[config.mk]
export PLATFORM = sky130hd
export DESIGN_NAME = uart_rx_command_pwm
export DESIGN_NICKNAME = d
export VERILOG_FILES = /design/src/uart_pwm_pkg.sv /design/src/uart_rx_command_pwm.sv
export SDC_FILE = /design/constraint.sdc
export NUM_CORES = 1
export LEC_CHECK = 0
export BUFFER_PORTS_ARGS = -buffer_cell sky130_fd_sc_hd__clkbuf_2
export CORE_MARGIN = 2
export CORE_UTILIZATION = 41
export DETAILED_ROUTE_END_ITERATION = 7
export SYNTH_ARGS = -nofsm -noshare
export SYNTH_HDL_FRONTEND = slang
export SYNTH_SLANG_ARGS = --single-unit
[constraint.sdc]
create_clock -name clk_i -period 6.55 [get_ports clk_i]
set_input_delay 1.31 -clock clk_i [delete_from_list [all_inputs] [get_ports clk_i]]
set_output_delay 1.31 -clock clk_i [all_outputs]
set_load 0.02 [all_outputs]
[src/uart_pwm_pkg.sv]
// uart_pwm_pkg: shared types and constants of the serial command pwm block
// result item layout, register map and register reset values
// no dependencies
package uart_pwm_pkg;

  // register map, index times four gives the byte address
  typedef enum logic [2:0] {
    REG_HALF_BIT = 3'd0,
    REG_BIT      = 3'd1,
    REG_OFF_CODE = 3'd2,
    REG_ON_CODE  = 3'd3,
    REG_OFF_DUTY = 3'd4,
    REG_ON_DUTY  = 3'd5,
    REG_PWM_TOP  = 3'd6,
    REG_PRESCALE = 3'd7
  } reg_idx_e;

  localparam int unsigned AddrW = 5;
  localparam int unsigned DataW = 32;

  // register reset values
  localparam logic [15:0] HalfBitRst  = 16'd52;
  localparam logic [15:0] BitRst      = 16'd104;
  localparam logic [7:0]  OffCodeRst  = 8'd97;
  localparam logic [7:0]  OnCodeRst   = 8'd98;
  localparam logic [7:0]  OffDutyRst  = 8'd0;
  localparam logic [7:0]  OnDutyRst   = 8'd255;
  localparam logic [7:0]  PwmTopRst   = 8'd255;
  localparam logic [8:0]  PrescaleRst = 9'd8;

  // one result item
  typedef struct packed {
    logic       byte_valid;
    logic [7:0] byte_value;
    logic       led_level;
    logic [7:0] duty_now;
  } result_t;

endpackage

[src/uart_rx_command_pwm.sv]
// uart_rx_command_pwm: 8n1-style serial receiver decoding command bytes into a pwm duty
// depends on uart_pwm_pkg; apb-style register port, valid/stall item channels
// results are registered; a skid register behind the output register absorbs one stall
// throughput: one item per cycle, input stalled while the skid register is full
// reset: asynchronous active low, registers to their reset values, receiver idle, line high
module uart_rx_command_pwm #(
  parameter int unsigned DATA_BITS = 8
) (
  input  logic                            clk_i,
  input  logic                            rst_ni,
  // configuration port
  input  logic                            psel,
  input  logic                            penable,
  input  logic                            pwrite,
  input  logic [uart_pwm_pkg::AddrW-1:0]  paddr,
  input  logic [uart_pwm_pkg::DataW-1:0]  pwdata,
  output logic [uart_pwm_pkg::DataW-1:0]  prdata,
  output logic                            pready,
  // input items
  input  logic                            in_valid_i,
  output logic                            in_stall_o,
  input  logic                            rx_level_i,
  // result items
  output logic                            out_valid_o,
  input  logic                            out_stall_i,
  output logic                            byte_valid_o,
  output logic [7:0]                      byte_value_o,
  output logic                            led_level_o,
  output logic [7:0]                      duty_now_o
);
  import uart_pwm_pkg::*;

  // receiver phase codes
  localparam logic [1:0] PhIdle  = 2'd0;
  localparam logic [1:0] PhStart = 2'd1;
  localparam logic [1:0] PhData  = 2'd2;

  localparam logic [3:0] DataBitsC = 4'(DATA_BITS);

  // configuration registers
  logic [15:0] half_bit_q, bit_q;
  logic [7:0]  off_code_q, on_code_q, off_duty_q, on_duty_q, pwm_top_q;
  logic [8:0]  prescale_q;

  // block state
  logic [1:0]  phase_q, phase_d;
  logic        prev_q;
  logic [15:0] tick_q, tick_d;
  logic [3:0]  bits_q, bits_d;
  logic [7:0]  shift_q, shift_d;
  logic [7:0]  duty_q, duty_d;
  logic [7:0]  pwm_q, pwm_d;
  logic [8:0]  pre_q, pre_d;

  // output register and skid register
  logic    out_v_q, skid_v_q;
  result_t out_q, skid_q, res_d;

  logic accept, take, cfg_wr;
  logic done;
  logic [15:0] tick_inc, half_min, bit_min;
  logic [3:0]  bits_inc;
  logic [8:0]  pre_inc, pre_min;

  assign accept = in_valid_i && !skid_v_q;
  assign take   = out_v_q && !out_stall_i;
  assign cfg_wr = psel && penable && pwrite;
  assign pready = 1'b1;

  // register write
  always_ff @(posedge clk_i or negedge rst_ni) begin
    if (!rst_ni) begin
      half_bit_q <= HalfBitRst;
      bit_q      <= BitRst;
      off_code_q <= OffCodeRst;
      on_code_q  <= OnCodeRst;
      off_duty_q <= OffDutyRst;
      on_duty_q  <= OnDutyRst;
      pwm_top_q  <= PwmTopRst;
      prescale_q <= PrescaleRst;
    end else if (cfg_wr) begin
      unique case (reg_idx_e'(paddr[4:2]))
        REG_HALF_BIT: half_bit_q <= pwdata[15:0];
        REG_BIT:      bit_q      <= pwdata[15:0];
        REG_OFF_CODE: off_code_q <= pwdata[7:0];
        REG_ON_CODE:  on_code_q  <= pwdata[7:0];
        REG_OFF_DUTY: off_duty_q <= pwdata[7:0];
        REG_ON_DUTY:  on_duty_q  <= pwdata[7:0];
        REG_PWM_TOP:  pwm_top_q  <= pwdata[7:0];
        REG_PRESCALE: prescale_q <= pwdata[8:0];
        default: ;
      endcase
    end
  end

  // register read
  always_comb begin
    prdata = '0;
    unique case (reg_idx_e'(paddr[4:2]))
      REG_HALF_BIT: prdata = {16'd0, half_bit_q};
      REG_BIT:      prdata = {16'd0, bit_q};
      REG_OFF_CODE: prdata = {24'd0, off_code_q};
      REG_ON_CODE:  prdata = {24'd0, on_code_q};
      REG_OFF_DUTY: prdata = {24'd0, off_duty_q};
      REG_ON_DUTY:  prdata = {24'd0, on_duty_q};
      REG_PWM_TOP:  prdata = {24'd0, pwm_top_q};
      REG_PRESCALE: prdata = {23'd0, prescale_q};
      default:      prdata = '0;
    endcase
  end

  // zero intervals act as one
  assign half_min = (half_bit_q == 16'd0) ? 16'd1 : half_bit_q;
  assign bit_min  = (bit_q == 16'd0) ? 16'd1 : bit_q;
  assign pre_min  = (prescale_q == 9'd0) ? 9'd1 : prescale_q;
  assign tick_inc = tick_q + 16'd1;
  assign bits_inc = bits_q + 4'd1;
  assign pre_inc  = pre_q + 9'd1;

  // receiver, command decode and pwm for one item
  always_comb begin
    phase_d = phase_q;
    tick_d  = tick_q;
    bits_d  = bits_q;
    shift_d = shift_q;
    duty_d  = duty_q;
    done    = 1'b0;
    unique case (phase_q)
      PhIdle: begin
        if (prev_q && !rx_level_i) begin
          phase_d = PhStart;
          tick_d  = '0;
        end
      end
      PhStart: begin
        tick_d = tick_inc;
        if (tick_inc >= half_min) begin
          phase_d = PhData;
          tick_d  = '0;
          bits_d  = '0;
          shift_d = '0;
        end
      end
      PhData: begin
        tick_d = tick_inc;
        if (tick_inc >= bit_min) begin
          tick_d = '0;
          if (!bits_q[3]) begin
            shift_d = shift_q | (8'(rx_level_i) << bits_q[2:0]);
          end
          bits_d = bits_inc;
          if (bits_inc >= DataBitsC) begin
            done    = 1'b1;
            phase_d = PhIdle;
            bits_d  = '0;
            if (shift_d == off_code_q) begin
              duty_d = off_duty_q;
            end else if (shift_d == on_code_q) begin
              duty_d = on_duty_q;
            end
          end
        end
      end
      default: phase_d = PhIdle;
    endcase

    // pwm counter, led uses the count before this advance
    pre_d = pre_inc;
    pwm_d = pwm_q;
    if (pre_inc >= pre_min) begin
      pre_d = '0;
      pwm_d = (pwm_q >= pwm_top_q) ? 8'd0 : pwm_q + 8'd1;
    end

    res_d.byte_valid = done;
    res_d.byte_value = done ? shift_d : 8'd0;
    res_d.led_level  = (pwm_q < duty_d) || (duty_d == pwm_top_q);
    res_d.duty_now   = duty_d;
  end

  // state update on each accepted item
  always_ff @(posedge clk_i or negedge rst_ni) begin
    if (!rst_ni) begin
      phase_q <= PhIdle;
      prev_q  <= 1'b1;
      tick_q  <= '0;
      bits_q  <= '0;
      shift_q <= '0;
      duty_q  <= '0;
      pwm_q   <= '0;
      pre_q   <= '0;
    end else if (accept) begin
      phase_q <= phase_d;
      prev_q  <= rx_level_i;
      tick_q  <= tick_d;
      bits_q  <= bits_d;
      shift_q <= shift_d;
      duty_q  <= duty_d;
      pwm_q   <= pwm_d;
      pre_q   <= pre_d;
    end
  end

  // output and skid valid flags
  always_ff @(posedge clk_i or negedge rst_ni) begin
    if (!rst_ni) begin
      out_v_q  <= 1'b0;
      skid_v_q <= 1'b0;
    end else if (take) begin
      if (skid_v_q) begin
        skid_v_q <= 1'b0;
      end else begin
        out_v_q <= accept;
      end
    end else if (accept) begin
      if (out_v_q) begin
        skid_v_q <= 1'b1;
      end else begin
        out_v_q <= 1'b1;
      end
    end
  end

  // output and skid payload
  always_ff @(posedge clk_i) begin
    if (take) begin
      if (skid_v_q) begin
        out_q <= skid_q;
      end else if (accept) begin
        out_q <= res_d;
      end
    end else if (accept) begin
      if (out_v_q) begin
        skid_q <= res_d;
      end else begin
        out_q <= res_d;
      end
    end
  end

  assign in_stall_o   = skid_v_q;
  assign out_valid_o  = out_v_q;
  assign byte_valid_o = out_q.byte_valid;
  assign byte_value_o = out_q.byte_value;
  assign led_level_o  = out_q.led_level;
  assign duty_now_o   = out_q.duty_now;

  // checks
  a_skid_needs_out: assert property (@(posedge clk_i) disable iff (!rst_ni)
    skid_v_q |-> out_v_q) else $error("skid register full while output register empty");

  a_done_to_idle: assert property (@(posedge clk_i) disable iff (!rst_ni)
    (accept && done) |=> (phase_q == PhIdle)) else $error("receiver not idle after byte");

  a_duty_only_on_byte: assert property (@(posedge clk_i) disable iff (!rst_ni)
    !(accept && done) |=> $stable(duty_q)) else $error("duty changed without a byte");

  a_bits_bounded: assert property (@(posedge clk_i) disable iff (!rst_ni)
    bits_q < DataBitsC) else $error("bit count beyond frame length");

  a_zero_byte_idle: assert property (@(posedge clk_i) disable iff (!rst_ni)
    (out_v_q && !out_q.byte_valid) |-> (out_q.byte_value == 8'd0))
    else $error("byte value set without a byte");

endmodule

==> results of run 1 <==
registers in the layout, indices dropped and copies added, names as in the netlist, 2 cells and up:
register and flops:
bits_q 4, duty_now_o 8, duty_q 8, tick_q 16
skid_q 18, half_bit_q 16, on_code_q 8, bit_q 16
byte_value_o 8, phase_q 2, pre_q 9, pwm_top_q 8
pwm_q 8, prescale_q 9, off_code_q 8, shift_q 8
off_duty_q 8, on_duty_q 8
synth_stat cells (8+ instances only):
cell type,instances
o21ai_1,19
nor2_1,76
nand2_1,157
dfrtp_1,109
nor2b_1,13
buf_4,19
nor4_1,10
nand4_1,11
o31ai_1,12
nor3_1,14
a21oi_1,50
clkbuf_1,35
a22oi_1,11
ha_1,63
and3_1,10
inv_1,96
nand2b_1,18
a211o_1,8
edfxtp_1,36
dfstp_2,30
mux4_2,8
o21ai_0,106
mux2_2,34
a22o_1,9
a21o_1,18
xnor2_1,16
nand3_1,21
o22ai_1,11
mux2i_1,12
per-stage QoR:
step / utilization (%) / cell area [µm²] / setup slack (ns) / cells
floorplan: - / 10700 / 1.40 / 1158
global placement: 43.6 / 11200 / 0.558 / 1508
detailed placement: 43.6 / 11200 / 0.476 / 1508
CTS: 45.9 / 11800 / 0.810 / 1540
global route: 45.9 / 11800 / 0.368 / 1541
finish: 45.9 / 11800 / 0.849 / 1541
metal layers:
metal,GRT usage [%],share of wire (%),up-vias
met2,31.4,44,265
met1,30.0,48,4138
met3,3.30,5.7,40
met4,6.76,2.4,0
met5,0,0,-
li1,-,-,4149
where the power goes:
group / leakage (µW) / internal (µW) / switching [µW]
combinational: 0.00306 / 412 / 683
clock: 0.000295 / 582 / 460
sequential: 0.00205 / 1380 / 207
area by class of cell:
| cell class | instances | area, µm² |
|---|---|---|
| Clock buffer | 19 | 443 |
| Clock inverter | 13 | 151 |
| Fill cell | 2476 | 13900 |
| Inverter | 97 | 364 |
| Multi-Input combinational cell | 826 | 5430 |
| Sequential cell | 175 | 4600 |
| Tap cell | 335 | 419 |
| Timing Repair Buffer | 76 | 419 |
how the worst min path moves through the flow:
stage                            to  slack, ns
floorplan                  pre_q[8]       0.47
global placement           pre_q[8]       0.49
detailed placement         pre_q[8]       0.50
CTS                        pre_q[8]       0.52
global route        byte_value_o[7]       0.54
finish                   tick_q[15]       0.51
worst max-delay path: stages, from the launching register on:
cell and delay, ns:
dfrtp_1 0.46, ha_1 0.22, nand3_1 0.15, nor3_1 0.41, and3_1 0.23, xnor2_1 0.14
inv_1 0.09, ha_1 0.33, a21oi_1 0.15, nand2_1 0.06, a221o_1 0.36, a31o_2 0.30
nand2_1 0.10, buf_4 0.26, a21oi_1 0.07, a21oi_1 0.40, ha_1 0.34, a21oi_1 0.14
nor2b_1 0.06, o21ai_0 0.14, nand2b_1 0.08, or4_1 0.40, o21ai_1 0.28, nor2_1 0.10
a211oi_2 0.25
logic make-up after synthesis:
kind of cell | synth area share (%)
and+or+nand+nor | 16.2
AOI/OAI and AO/OA | 18.5
DFF | 43.1
buffers and inverters | 6.38
adders and majority gates | 7.40
muxes | 6.41
xor gates and xnor gates | 1.89
other | 0.0705
==> results.yml, run 1 <==
sta:
  slew_headroom_pct: 24.9
  finalSetupViolCount: 0
  setup_tns_ns: 0
  rsz0062_at_grt: "false"
  whs_ns: 0.514
  tightestPinTransition_ns: 1.12
  max_freq_mhz: 175
  worst_clock_skew_ns: 0.0125
  slew_violations: 0
  hold_violations: 0
  period_share_pct: 87.0
  fin_crit_ns: 5.70
drt:
  final_antenna_net_count: 0
  route.detailed.drc: 0
  vias_per_cell: 5.58
  wire_per_inst_um: 17.7
  vias: 8592
  drtIter0Drc: 673
  routed_wl_mm: 27.3
  drt_pass1_iterations: 5
synthesis:
  synthFlopType: "dfrtp_1"
  syn_area_per_cell_um2: 9.32
  syn_area_mm2: 0.0107
  synth.area.top_cells: "dfrtp_1 (26%), edfxtp_1 (10%), dfstp_2 (7.4%)"
  synth_seq_cells: 175
  synth_edf_count: 36
  synth-async-reset-ratio_pct: 79.4
  synth.largest_area_cell: "dfrtp_1"
  syn_inst: 1143
  yosys.area.top_type_share_pct: 25.6
  ys_seq_area_share_pct: 43.1
  yosysWarnings: 0
  post_synth_num_cell_types: 84
grt:
  grt_max_degree: 97
  grt_first_pass_wirelength_mm: 43.7
  grt-ovfl-total: 0
  track_usage_pct: 20.6
  grt_pass1_vias: 7923
  antenna_found_initial: 0
layout:
  drive_gt1_share_pct: 17.1
  nNetsFinal: 1301
  layout_commonest_cell: "nand2_1"
  area_delta_synth_final_pct: 11.0
  mostFrequentLayoutCells: "nand2_1 (157), dfrtp_1 (109), o21ai_0 (106)"
  num_antenna_cells: 0
placement:
  place_congestion: 0.866
  dp_hpwl_mm: 20.3
  port_buffers: 62
worst_hold_path:
  hold_depth: 2
  hold_class: "register to register"
  hp-start: "tick_q[15]"
pwr:
  leakagePower_uw: 0.00541
  power_density_mw_per_mm2: 315
  totalPowerFinal_uw: 3720
  max-vdd-ir-drop_mv: 0.185
critical_path:
  crit_type: "register to register"
  cp-startpoint: "tick_q[0]"
  reg2reg_to: "led_level_o"
  cp.required_ns: 6.82
  r2r_cells: 24
  r2r_slack_ns: 0.85
  r2r-start: "tick_q[0]"
  worstPathMaxFanout: 24
  setup.worst_path.end: "led_level_o"
  startpoint_type: "register"
  arrival_ns: 5.97
  timing.critical_path.to_type: "register"
clock_tree:
  cts_resized: 0
  clockBufferDepth: 2
  cts_tree: "yes"
  clock-sinks: 175
  clk_latency_ns: 0.43
  cts_buffers: 17
  cts_root_buf: "clkbuf_16"
  postCtsSetupBuffers: 0
  cts_hold_buf: 0
  h-tree-depth: 4
  clkTransAtPathRegs_ns: 0.07
die:
  core-area_mm2: 0.0258
  rows: 59
  die-area_mm2: 0.0273
  start_util_pct: 41.4
  die_h_um: 165
  die_width_um: 165
  design.portCount: 98
flow_run:
  maxCapViolations: 0
status:
  outcome: "complete, no violations"
No activity file was read; power rests on OpenSTA's default activity.
==> run 2, diff against run 1 <==
==> constraint.sdc (replaced) <==
create_clock -name clk_i -period 6.3 [get_ports clk_i]
set_input_delay 1.26 -clock clk_i [delete_from_list [all_inputs] [get_ports clk_i]]
set_output_delay 1.26 -clock clk_i [all_outputs]
set_load 0.02 [all_outputs]
==> run 2 against run 1 <==
Net effect:
- worst setup slack got worse by 0.34 ns
- combinational power is 5% higher
- clock power about the same
- utilization fell by 0.068 points
- critical path type unchanged
- critical endpoint unchanged
- largest cell class unchanged
- cell count grew 0.19%
- fmax is 1.6% lower
- wire length increased by 1.2%
- power up 2.3%
==> results.yml, run 2 (synthesis results as in run 1) <==
placement:
  place_congestion: 0.878
  dp_hpwl_mm: 20.5
  postPlaceCellArea_mm2: 0.0113
  port_buffers: 62
sta:
  finalSetupViolCount: 0
  hold_violations: 0
  slew_headroom_pct: 25.5
  fin_crit_ns: 5.79
  tightestPinTransition_ns: 1.11
  slew_violations: 0
  worst_clock_skew_ns: 0.0105
  period_share_pct: 92.0
  max_freq_mhz: 173
  rsz0062_at_grt: "false"
  setup_tns_ns: 0
clock_tree:
  h-tree-depth: 4
  clockBufferDepth: 2
  clk_latency_ns: 0.44
  clock-sinks: 175
  cts_root_buf: "clkbuf_16"
  cts_tree: "yes"
  clkTransAtPathRegs_ns: 0.07
  cts_buffers: 17
  cts_hold_buf: 0
layout:
  layout_commonest_cell: "nand2_1"
  largest_register: "skid_q"
  fillers: 2463
  largest_reg_flops: 18
  nNetsFinal: 1304
  drive_gt1_share_pct: 17.1
  num_antenna_cells: 0
  design_area_mm2: 0.0118
  area_delta_synth_final_pct: 10.9
  mostFrequentLayoutCells: "nand2_1 (157), dfrtp_1 (109), o21ai_0 (106)"
die:
  die-area_mm2: 0.0273
  core-area_mm2: 0.0258
  design.portCount: 98
  die_width_um: 165
  rows: 59
  die_h_um: 165
  start_util_pct: 41.4
pwr:
  p_int_uw: 2410
  leakagePower_uw: 0.00539
  seq_power_share_pct: 43.3
  max-vdd-ir-drop_mv: 0.183
  p_sw_share_pct: 36.8
  p_comb_share_pct: 30.2
  p_sw_uw: 1400
  clkPwrFrac_pct: 26.5
  power_density_mw_per_mm2: 322
grt:
  track_usage_pct: 21.0
  grt_first_pass_wirelength_mm: 44.3
  grt_max_degree: 60
  grt-ovfl-total: 0
  grt_pass1_vias: 8045
  antenna_found_initial: 0
critical_path:
  r2r_cells: 24
  crit_type: "register to register"
  setup.worst_path.end: "led_level_o"
  reg2reg_to: "led_level_o"
  worstPathMaxFanout: 7
  startpoint_type: "register"
  cp.required_ns: 6.57
  cp-startpoint: "tick_q[0]"
  timing.critical_path.to_type: "register"
  r2r-start: "tick_q[0]"
  arrival_ns: 6.06
  r2r_slack_ns: 0.51
status:
  outcome: "complete, no violations"
drt:
  wire_per_inst_um: 17.9
  vias: 8508
  drtIter0Drc: 650
  route.detailed.drc: 0
  drt_pass1_iterations: 6
  routed_wl_mm: 27.6
  vias_per_cell: 5.51
  final_antenna_net_count: 0
flow_run:
  maxCapViolations: 0
worst_hold_path:
  hold_class: "register to register"
-- run 2: cell count changes in the layout (fill, tap and decap cells not counted) --
cell,change
buf_4,+4
clkinv_1,+3
inv_6,-3
clkinvlp_4,+2
a21oi_1,-1
a21oi_2,+1
buf_2,-1
bufinv_16,-1
clkbuf_8,-1
clkinv_4,+1
inv_8,-1
-- run 2: worst min-delay path by stage --
stage	from	end	slack (ns)	cells past startpoint
final	tick_q[15]	tick_q[15]	0.51	2
after global routing	skid_q[9]	byte_value_o[0]	0.53	2
after CTS	tick_q[15]	tick_q[15]	0.52	2
after detailed placement	tick_q[15]	tick_q[15]	0.50	2
after global placement	pre_q[8]	pre_q[8]	0.49	2
after floorplan	pre_q[8]	pre_q[8]	0.47	2
-- run 2: what timing repair did --
item,CTS,global route
gates resized for setup,0,1
endpoints found under the setup margin,0,1
buffers inserted,0,0
-- run 2: cell type report --
| type | instances | area (µm²) | share of cell area, % |
|---|---|---|---|
| Timing Repair Buffer | 79 | 444 | 3.76 |
| Tap cell | 335 | 419 | 3.55 |
| Sequential cell | 175 | 4600 | 38.9 |
| Clock buffer | 18 | 429 | 3.63 |
| Multi-Input combinational cell | 826 | 5440 | 46.0 |
| Inverter | 97 | 364 | 3.08 |
| Clock inverter | 14 | 119 | 1.01 |
-- run 2: layer usage --
metal / track usage, % / vias to the layer above / part of all wire (%)
met4: 5.26 / 0 / 1.2
met3: 3.27 / 18 / 5.5
met1: 30.4 / 4091 / 48
li1: - / 4152 / -
met2: 32.8 / 247 / 45
met5: 0 / - / 0
-- run 2: through the flow --
step | util [%] | std cells | setup WS, ns | total power, µW | hold slack [ns]
after floorplan | - | 1158 | 1.20 | 2430 | 0.470
after global placement | 43.7 | 1512 | 0.552 | 2780 | 0.489
after detailed placement | 43.7 | 1512 | 0.453 | 2810 | 0.498
after CTS | 45.8 | 1544 | 0.471 | 3830 | 0.516
after global routing | 45.8 | 1544 | 0.0443 | 4040 | 0.533
final | 45.8 | 1544 | 0.507 | 3810 | 0.508
-- run 2: worst max-delay path, cell delays in order, from the launching register on --
cell and delay [ns]:
dfrtp_1 0.46, ha_1 0.22, nand3_1 0.14, nor3_1 0.40, and3_1 0.25, xnor2_1 0.15, inv_1 0.10, ha_1 0.33
a21oi_1 0.16, nand2_1 0.07, a221o_1 0.37, a31o_2 0.30, nand2_1 0.10, inv_1 0.11, a22oi_1 0.44, ha_1 0.33
a21o_1 0.19, a21oi_1 0.15, nor2b_1 0.06, o21ai_0 0.14, nand2b_1 0.09, or4_1 0.39, o21ai_1 0.29, nor2_1 0.11
a211oi_2 0.26
-- run 2: power by group through the flow --
stage | logic, µW | registers (µW) | clock network (µW)
after floorplan | 775 | 1650 | 0
after global placement | 1130 | 1650 | 0
after detailed placement | 1150 | 1660 | 0
after CTS | 1150 | 1640 | 1030
after global routing | 1290 | 1680 | 1070
final | 1150 | 1650 | 1010
==> run 3, diff against run 2 <==
--- a/config.mk
+++ b/config.mk
@@ -9,6 +9,7 @@
 export CORE_MARGIN = 2
 export CORE_UTILIZATION = 41
 export DETAILED_ROUTE_END_ITERATION = 7
+export GPL_TIMING_DRIVEN = 0
 export SYNTH_ARGS = -nofsm -noshare
 export SYNTH_HDL_FRONTEND = slang
 export SYNTH_SLANG_ARGS = --single-unit
==> run 3 against run 2 <==
Net effect:
- worst hold slack improved by 0.0029 ns
- critical path depth did not move
- via count rose by 3.3%
- sequential share of layout area fell by 0.87 points
==> results.yml, run 3 (synthesis results as in run 1) <==
status:
  outcome: "complete, no violations"
drt:
  route.detailed.drc: 0
  final_antenna_net_count: 0
  vias_per_cell: 5.53
  wire_per_inst_um: 18.5
  routed_wl_mm: 29.3
  drtIter0Drc: 659
  vias: 8786
  drt_pass1_iterations: 5
critical_path:
  cp-startpoint: "tick_q[0]"
  cp.required_ns: 6.56
  crit_type: "register to register"
  worstPathMaxFanout: 7
  arrival_ns: 6.10
  r2r-start: "tick_q[0]"
  startpoint_type: "register"
  timing.critical_path.to_type: "register"
grt:
  antenna_found_initial: 0
  grt_max_degree: 91
  grt_pass1_vias: 8197
  grt-ovfl-total: 0
  grt_first_pass_wirelength_mm: 46.2
  track_usage_pct: 22.1
layout:
  num_antenna_cells: 0
  drive_gt1_share_pct: 17.6
  largest_register: "skid_q"
  seqCellArea_mm2: 0.00460
  nNetsFinal: 1348
  largest_reg_flops: 18
  multi_input_comb_area_mm2: 0.00545
  mostFrequentLayoutCells: "nand2_1 (157), dfrtp_1 (109), o21ai_0 (106)"
  area_delta_synth_final_pct: 13.4
  fillers: 2478
  layout_commonest_cell: "nand2_1"
clock_tree:
  h-tree-depth: 4
  clk_latency_ns: 0.43
  postCtsSetupBuffers: 0
  cts_hold_buf: 0
  clock-sinks: 175
  cts_buffers: 17
  clockBufferDepth: 2
  cts_root_buf: "clkbuf_16"
  clkTransAtPathRegs_ns: 0.07
  cts_tree: "yes"
die:
  die_h_um: 165
  rows: 59
  die-area_mm2: 0.0273
  start_util_pct: 41.4
  core-area_mm2: 0.0258
  design.portCount: 98
  die_width_um: 165
pwr:
  p_comb_share_pct: 30.4
  p_sw_uw: 1450
  max-vdd-ir-drop_mv: 0.180
  seq_power_share_pct: 42.1
  leakagePower_uw: 0.00553
  clkPwrFrac_pct: 27.5
  power_density_mw_per_mm2: 324
  p_sw_share_pct: 37.0
  p_int_uw: 2460
sta:
  hold_violations: 0
  fin_crit_ns: 5.83
  slew_headroom_pct: 15.7
  slew_violations: 0
  period_share_pct: 92.6
  worst_clock_skew_ns: 0.0166
  rsz0062_at_grt: "false"
  setup_tns_ns: 0
  timing.final.ws_setup_ns: 0.467
  whs_ns: 0.511
  tightestPinTransition_ns: 1.26
  finalSetupViolCount: 0
  max_freq_mhz: 171
placement:
  place_ws_ns: 0.305
  dp_hpwl_mm: 22.1
  port_buffers: 61
  place_congestion: 0.927
worst_hold_path:
  hp-start: "tick_q[5]"
  hold_class: "register to register"
flow_run:
  maxCapViolations: 0
-- run 3: cell count changes in the layout (fill, tap and decap cells not counted), sizes merged --
cell / delta
clkinvlp: -2
inv: +5
clkbuf: +38
clkinv: -5
buf: +8
-- run 3: cell type report --
class                   count  share of cell area [%]
repair buffers             63                    2.87
clock buffers              20                    3.87
clock inverters            12                    1.00
plain buffers              60                    2.61
flip-flops and latches    175                    38.1
multi-input cells         826                    45.1
well taps                 335                    3.47
inverters                  97                    3.01
-- run 3: worst max-delay path, stage by stage (launching register included) --
cell and delay (ns):
dfrtp_1 0.46, ha_1 0.22, nand3_1 0.18, nor3_2 0.34
and3_1 0.22, xnor2_1 0.13, inv_1 0.09, ha_1 0.33
a21oi_1 0.16, nand2_1 0.07, a221o_1 0.37, a31o_2 0.31
nand2_1 0.21, inv_1 0.16, a22oi_1 0.42, ha_1 0.33
a21o_1 0.18, a21oi_1 0.14, nor2b_1 0.05, o21ai_0 0.14
nand2b_1 0.08, or4_1 0.41, o21ai_1 0.33, nor2_1 0.11
a211oi_2 0.23
-- run 3: power by group through the flow --
stage               registers (µW)  logic, µW  clock network, µW
finish                        1650       1190               1080
global route                  1680       1330               1140
CTS                           1640       1190               1090
detailed placement            1660       1190                  0
global placement              1660       1160                  0
floorplan                     1650        775                  0
-- run 3: worst paths after layout --
kind                               end  slack, ns  cells after the start
max                        led_level_o       0.47                     24
min                          tick_q[5]       0.51                      2
max reg2reg                led_level_o       0.47                     24
min reg2reg                  tick_q[5]       0.51                      2
max in group asynchronous     bit_q[3]       4.69                      2
min in group asynchronous     pwm_q[6]       0.77                      1
-- run 3: timing repair --
action / CTS / global route
gates resized for setup: 0 / 2
endpoints found under the hold margin: 0 / 0
endpoints found under the setup margin: 0 / 1
-- run 3: through the flow --
stage / power [µW] / cells / instance area [µm²] / util (%)
after global routing: 4150 / 1588 / 12100 / 46.9
after CTS: 3930 / 1587 / 12100 / 46.8
after global placement: 2820 / 1554 / 11400 / 44.4
final: 3910 / 1588 / 12100 / 46.9
after floorplan: 2430 / 1158 / 10700 / -
after detailed placement: 2850 / 1555 / 11500 / 44.5
-- run 3: routing by layer --
layer  wire [µm]  vias to the layer above  global-route usage (%)
li1            -                     4250                       -
met1       13900                     4197                    32.3
met2       13300                      314                    34.2
met3        1840                       25                    3.77
met4         316                        0                    4.90
met5           0                        -                       0
